## config.mk

```make
export PLATFORM = sky130hd
export DESIGN_NAME = gf2_128_inverter
export DESIGN_NICKNAME = d
export VERILOG_FILES = /design/src/gfi_pkg.sv /design/src/gfi_datapath.sv /design/src/gfi_ctrl.sv /design/src/gf2_128_inverter.sv
export SDC_FILE = /design/constraint.sdc
export NUM_CORES = 2
export LEC_CHECK = 0
export BUFFER_PORTS_ARGS = -buffer_cell sky130_fd_sc_hd__buf_2
export CORE_MARGIN = 10
export CORE_UTILIZATION = 61
export DETAILED_ROUTE_END_ITERATION = 12
export PLACE_DENSITY_LB_ADDON = 0.05
export SYNTH_ARGS = -nofsm -noshare
export SYNTH_HDL_FRONTEND = slang
export SYNTH_SLANG_ARGS = --single-unit
```

## constraint.sdc

```tcl
create_clock -name clk -period 13.93 [get_ports clk]
set_clock_uncertainty 0.05 [all_clocks]
set_input_delay 2.786 -clock clk [delete_from_list [all_inputs] [get_ports clk]]
set_output_delay 2.786 -clock clk [all_outputs]
set_load 0.02 [all_outputs]
```

## src/gfi_pkg.sv

```systemverilog
// Shared types and constants for the GF(2^128) inverter.
`timescale 1ns / 1ps

package gfi_pkg;

  localparam int FIELD_BITS = 128;
  localparam int HALF_BITS  = FIELD_BITS / 2;
  localparam int WORK_BITS  = FIELD_BITS + 1;

  // Terms of the field polynomial below its leading term: x^7 + x^2 + x + 1.
  localparam logic [FIELD_BITS-1:0] POLY_LOW = FIELD_BITS'(8'h87);

  typedef struct packed {
    logic [HALF_BITS-1:0] value_high;
    logic [HALF_BITS-1:0] value_low;
  } in_item_t;

  typedef struct packed {
    logic [HALF_BITS-1:0] inverse_high;
    logic [HALF_BITS-1:0] inverse_low;
    logic                 zero_error;
  } out_item_t;

  // Controller to datapath commands.
  typedef struct packed {
    logic load;
    logic shift_u;
    logic shift_v;
    logic combine;
    logic emit;
  } gfi_cmd_t;

  // Datapath to controller status.
  typedef struct packed {
    logic trivial;
    logic u_zero;
    logic u_odd;
    logic v_odd;
  } gfi_status_t;

endpackage

```

## src/gfi_datapath.sv

```systemverilog
// Working registers, companion accumulators and result register of the inverter.
`timescale 1ns / 1ps

module gfi_datapath import gfi_pkg::*; (
  input  logic        clk,
  input  in_item_t    in_data,
  input  gfi_cmd_t    cmd,
  output gfi_status_t status,
  output out_item_t   out_data
);

  logic [WORK_BITS-1:0]  u;
  logic [WORK_BITS-1:0]  v;
  logic [FIELD_BITS-1:0] b;
  logic [FIELD_BITS-1:0] d;
  logic                  trivial;
  logic                  zero_flag;

  logic [FIELD_BITS-1:0] in_value;
  logic                  in_zero;
  logic                  in_one;
  logic                  u_ge_v;

  // Halve a companion modulo the field polynomial: fold the polynomial in when odd.
  function automatic logic [FIELD_BITS-1:0] halve_mod(input logic [FIELD_BITS-1:0] c);
    logic [FIELD_BITS-1:0] folded;
    folded = c[0] ? (c ^ POLY_LOW) : c;
    return {c[0], folded[FIELD_BITS-1:1]};
  endfunction

  assign in_value = {in_data.value_high, in_data.value_low};
  assign in_zero  = (in_value == '0);
  assign in_one   = (in_value == FIELD_BITS'(1));
  assign u_ge_v   = (u >= v);

  assign status.trivial = trivial;
  assign status.u_zero  = (u == '0);
  assign status.u_odd   = u[0];
  assign status.v_odd   = v[0];

  // Load, shift or combine the working pair.
  always_ff @(posedge clk) begin
    if (cmd.load) begin
      u         <= {1'b1, POLY_LOW};
      v         <= {1'b0, in_value};
      b         <= '0;
      d         <= in_zero ? '0 : FIELD_BITS'(1);
      trivial   <= in_zero | in_one;
      zero_flag <= in_zero;
    end else begin
      if (cmd.shift_u) begin
        u <= u >> 1;
        b <= halve_mod(b);
      end
      if (cmd.shift_v) begin
        v <= v >> 1;
        d <= halve_mod(d);
      end
      if (cmd.combine) begin
        if (u_ge_v) begin
          u <= u ^ v;
          b <= b ^ d;
        end else begin
          v <= v ^ u;
          d <= d ^ b;
        end
      end
    end
  end

  // Capture the result for transfer.
  always_ff @(posedge clk) begin
    if (cmd.emit) begin
      out_data.inverse_high <= d[FIELD_BITS-1:HALF_BITS];
      out_data.inverse_low  <= d[HALF_BITS-1:0];
      out_data.zero_error   <= zero_flag;
    end
  end

endmodule

```

## src/gfi_ctrl.sv

```systemverilog
// Sequencer for the binary Euclidean inversion loop and the output handshake.
`timescale 1ns / 1ps

module gfi_ctrl import gfi_pkg::*; (
  input  logic        clk,
  input  logic        rst,
  input  logic        in_valid,
  output logic        in_stall,
  output logic        out_valid,
  input  logic        out_stall,
  input  gfi_status_t status,
  output gfi_cmd_t    cmd
);

  localparam logic [1:0] S_IDLE    = 2'd0;
  localparam logic [1:0] S_HALVE_U = 2'd1;
  localparam logic [1:0] S_HALVE_V = 2'd2;
  localparam logic [1:0] S_FINISH  = 2'd3;

  logic [1:0] state;
  logic [1:0] state_next;
  logic       slot_free;

  assign in_stall  = rst || (state != S_IDLE);
  assign slot_free = !out_valid || !out_stall;

  // Decide the step for this cycle.
  always_comb begin
    state_next = state;
    cmd        = '0;
    unique case (state)
      S_IDLE: begin
        if (in_valid) begin
          cmd.load   = 1'b1;
          state_next = S_HALVE_U;
        end
      end
      S_HALVE_U: begin
        if (status.trivial || status.u_zero) begin
          state_next = S_FINISH;
        end else if (!status.u_odd) begin
          cmd.shift_u = 1'b1;
        end else if (!status.v_odd) begin
          cmd.shift_v = 1'b1;
          state_next  = S_HALVE_V;
        end else begin
          cmd.combine = 1'b1;
        end
      end
      S_HALVE_V: begin
        if (!status.v_odd) begin
          cmd.shift_v = 1'b1;
        end else begin
          cmd.combine = 1'b1;
          state_next  = S_HALVE_U;
        end
      end
      S_FINISH: begin
        if (slot_free) begin
          cmd.emit   = 1'b1;
          state_next = S_IDLE;
        end
      end
      default: state_next = S_IDLE;
    endcase
  end

  // Advance the state and track the output register.
  always_ff @(posedge clk) begin
    if (rst) begin
      state     <= S_IDLE;
      out_valid <= 1'b0;
    end else begin
      state <= state_next;
      if (cmd.emit) begin
        out_valid <= 1'b1;
      end else if (!out_stall) begin
        out_valid <= 1'b0;
      end
    end
  end

endmodule

```

## src/gf2_128_inverter.sv

```systemverilog
// Top level of the GF(2^128) inverter: controller plus datapath.
// Path: a zero or one input goes from the load through the halve-U and finish states
// to the result register; otherwise the loop takes one halving or XOR step at a time
// until u reaches zero, and the finish state waits while the output slot is held.
// Flow: one item at a time; input stalls from the load until the result is emitted.
// Reset: rst is synchronous and clears the sequencer and output valid only.
`timescale 1ns / 1ps

module gf2_128_inverter import gfi_pkg::*; (
  input  logic      clk,
  input  logic      rst,
  input  logic      in_valid,
  output logic      in_stall,
  input  in_item_t  in_data,
  output logic      out_valid,
  input  logic      out_stall,
  output out_item_t out_data
);

  gfi_cmd_t    cmd;
  gfi_status_t status;

  gfi_ctrl u_ctrl (
    .clk       (clk),
    .rst       (rst),
    .in_valid  (in_valid),
    .in_stall  (in_stall),
    .out_valid (out_valid),
    .out_stall (out_stall),
    .status    (status),
    .cmd       (cmd)
  );

  gfi_datapath u_datapath (
    .clk      (clk),
    .in_data  (in_data),
    .cmd      (cmd),
    .status   (status),
    .out_data (out_data)
  );

endmodule
```

==> flow_metrics.env <==
export IMPL_synth_nets=4022
export IMPL_critPathArrivalTime_ns=6.50
export IMPL_drtIter0Drc=3037
export IMPL_fillers=4394
export IMPL_ys_seq_area_share_pct=41.6
export IMPL_routedWlPerCell_um=22.1
export IMPL_viasPerCell=6.75
export IMPL_r2r_slack_ns=8.05
export IMPL_post_synth_instance_area_um2=34300
export IMPL_portBuffers=262
export IMPL_min_from="u_datapath.zero_flag"
export IMPL_slew_viol_final=0
export IMPL_ios=263
export IMPL_powerDensity_nw_per_um2=188
export IMPL_grt_pass1_wl_um=164000
export IMPL_dp_hpwl_um=62900
export IMPL_setup_viol=0
export IMPL_r2r_end="u_datapath.v[1]"
export IMPL_p_int_uw=4460
export IMPL_synthFlopType="dfxtp_1"
export IMPL_p_seq_share_pct=37.4
export IMPL_finalNonFillerCells=4606
export IMPL_clockRootBuffer="clkbuf_16"
export IMPL_rows=86
export IMPL_synth_cell_type_count=63
export IMPL_cts_buffers=74
export IMPL_grt_ovfl_total=0
export IMPL_yosysWarnings=0
export IMPL_placedCellCount=4476
export IMPL_cp_data_required_time_ns=14.37
export IMPL_min_period_ns=6.06
export IMPL_switchingPower_uw=2680
export IMPL_worstSetupStartpointType="primary input"
export IMPL_rr_startpoint="u_datapath.v[104]"
export IMPL_first_global_vias=30748
export IMPL_die_h_um=257
export IMPL_wl_um=102000
export IMPL_crit_path_start="in_valid"
export IMPL_drv_cap=0
export IMPL_clock_sinks=648
export IMPL_final_hold_violation_count=0
export IMPL_postSynthAreaPerCell_um2=9.14
export IMPL_multiInputGateArea_um2=17800
export IMPL_hold_path_depth=0
export IMPL_cp_end_kind="register"
export IMPL_p_leak_uw=0.0149
export IMPL_cts_tree="done"
export IMPL_die_w_um=257
export IMPL_grt_max_degree=133
export IMPL_ir_drop_mv=0.140
export IMPL_critPathKind="primary input to register"
export IMPL_grt_antenna_before_repair=1
export IMPL_setup_tns_ns=0
export IMPL_worstHoldPathType="register to register"
export IMPL_dr_pass1_iters=6
export IMPL_cts_hold_buffers=0
export IMPL_drtAntennaViolNets=0
export IMPL_path_max_fanout=132
export IMPL_vias=31105
export IMPL_cts_resized=0
export IMPL_layout_drive_gt1_share_pct=14.3
export IMPL_max_slew_margin_pct=17.0
export IMPL_finalWeightedCongestion=0.890
export IMPL_final_cell_mix="517 x dfxtp_1, 415 x nand2_1, 262 x mux2i_1, 262 x buf_2, 261 x inv_1"
export IMPL_synth_async_sr_flop_share_pct=0
export IMPL_switching_share_pct=37.5
export IMPL_rsz0062_at_grt="false"
export IMPL_syn_to_final_growth_pct=10.5
export IMPL_synth_edf_count=131
export IMPL_layout_cells_most_common="dfxtp_1"
export IMPL_max_freq_ghz=0.165
export IMPL_post_cts_buffers=0
export IMPL_pwr_share_clk_pct=26.7
export IMPL_dieArea_um2=66100
export IMPL_diodes=0
export IMPL_clk_latency_ns=0.61
export IMPL_outcome="finished clean"
export IMPL_nets=4071
export IMPL_hold_slack_ns=0.390
export IMPL_grt_util_all_layers_pct=29.4
export IMPL_htree_levels=3
export IMPL_syn_inst=3755
export IMPL_holdPathEnd="u_datapath.out_data[0]"
export IMPL_clk_pin_slew_ns=0.06
export IMPL_initial_core_util_pct=61.9
export IMPL_fin_crit_sh_pct=43.5
export IMPL_design_core_area_um2=55400
export IMPL_reg2reg_depth=13
export IMPL_worstMarginPinSlew_ns=1.25
export IMPL_p_comb_share_pct=35.8
export IMPL_clk_path_buf_depth=3
export IMPL_ys_ff_latch=648
export IMPL_drc=0
export IMPL_register_area_um2=14300
logic make-up (layout without fill, tap and decap cells):
kind of cell    Yosys count  after routing  share of synthesized area, %
flops                   648            648                          41.6
mux                     392            392                          11.9
buf+inv                 585            688                          6.89
simple gates            853            853                          11.9
xor+xnor                  4              4                         0.102
fa+ha+maj               135            135                          4.92
compound gates         1138           1138                          22.7
power by group through the flow:
stage / combinational, uW / clock (uW) / sequential [uW]
finish: 2560 / 1910 / 2670
global route: 2810 / 2000 / 2720
CTS: 2530 / 1930 / 2660
detailed placement: 2510 / 0 / 2700
global placement: 2430 / 0 / 2680
floorplan: 1900 / 0 / 2580
critical path: stages:
cell	delay [ns]
buf_2	0.12
nand2_4	0.30
inv_8	0.67
buf_4	0.84
buf_4	0.94
or4_1	0.22
o22ai_1	0.07
a311o_1	0.33
synthesized netlist by cell type, types with 19 or more instances:
| cell | number | area (um2) |
|---|---|---|
| mux2_2 | 130 | 1460 |
| ha_1 | 135 | 1690 |
| nor4_1 | 69 | 432 |
| nand2_1 | 418 | 1570 |
| a21oi_1 | 183 | 916 |
| inv_1 | 261 | 980 |
| o22ai_1 | 128 | 801 |
| nor2_1 | 23 | 86.3 |
| buf_2 | 74 | 370 |
| a21boi_0 | 128 | 961 |
| o21ai_0 | 122 | 611 |
| and3_1 | 127 | 795 |
| a2111oi_0 | 126 | 1100 |
| a211oi_1 | 130 | 976 |
| edfxtp_1 | 131 | 3930 |
| nand4_1 | 39 | 244 |
| dfxtp_1 | 517 | 10300 |
| o21ai_1 | 22 | 110 |
| clkbuf_1 | 226 | 848 |
| a32oi_1 | 127 | 1110 |
| nand3_1 | 19 | 95.1 |
| mux2i_1 | 262 | 2620 |
| nor3_1 | 138 | 691 |
| a31oi_1 | 129 | 807 |
layout make-up:
type | instances | area share [%]
Clock inverter | 16 | 0.426
Tap cell | 748 | 2.47
Timing Repair Buffer | 296 | 4.13
Clock buffer | 114 | 5.77
Multi-Input combinational cell | 2522 | 46.9
Inverter | 262 | 2.61
Sequential cell | 648 | 37.7
registers in the layout, indices dropped and copies added, names as in the netlist:
| signal | count |
|---|---|
| u_datapath.trivial | 1 |
| u_datapath.b | 128 |
| u_datapath.u | 129 |
| u_datapath.out_data | 129 |
| u_datapath.v | 129 |
| u_datapath.d | 128 |
| u_datapath.zero_flag | 1 |
| u_ctrl.state | 2 |
| u_ctrl.out_valid | 1 |
metrics by stage:
step | util, % | instance area, um2 | total power, uW | setup WS (ns)
final | 68.4 | 37900 | 7140 | 7.87
after global routing | 68.4 | 37900 | 7530 | 7.80
after CTS | 68.4 | 37900 | 7110 | 7.90
after detailed placement | 64.2 | 35600 | 5200 | 7.41
after global placement | 64.2 | 35600 | 5110 | 7.45
after floorplan | - | 34300 | 4490 | 0.957
routing by layer:
layer  vias up  routed length [um]  global-route usage [%]
met1     15051               41700                    37.5
met4         2                4350                    14.6
li1      14267                   -                       -
met3       268                8480                    4.92
met2      1517               47500                    47.7
met5         -                  13                       0
worst max path at each step:
stage / to / cells after the start / slack, ns
2_1_floorplan: u_datapath.out_data[0] / 1 / 0.96
3_3_place_gp: u_datapath.d[0] / 8 / 7.45
3_5_place_dp: u_datapath.d[0] / 8 / 7.41
4_1_cts: in_stall / 3 / 7.90
5_1_grt: u_datapath.d[0] / 8 / 7.80
6_report: u_datapath.d[0] / 8 / 7.87
Power figures use the tool's default switching activity.
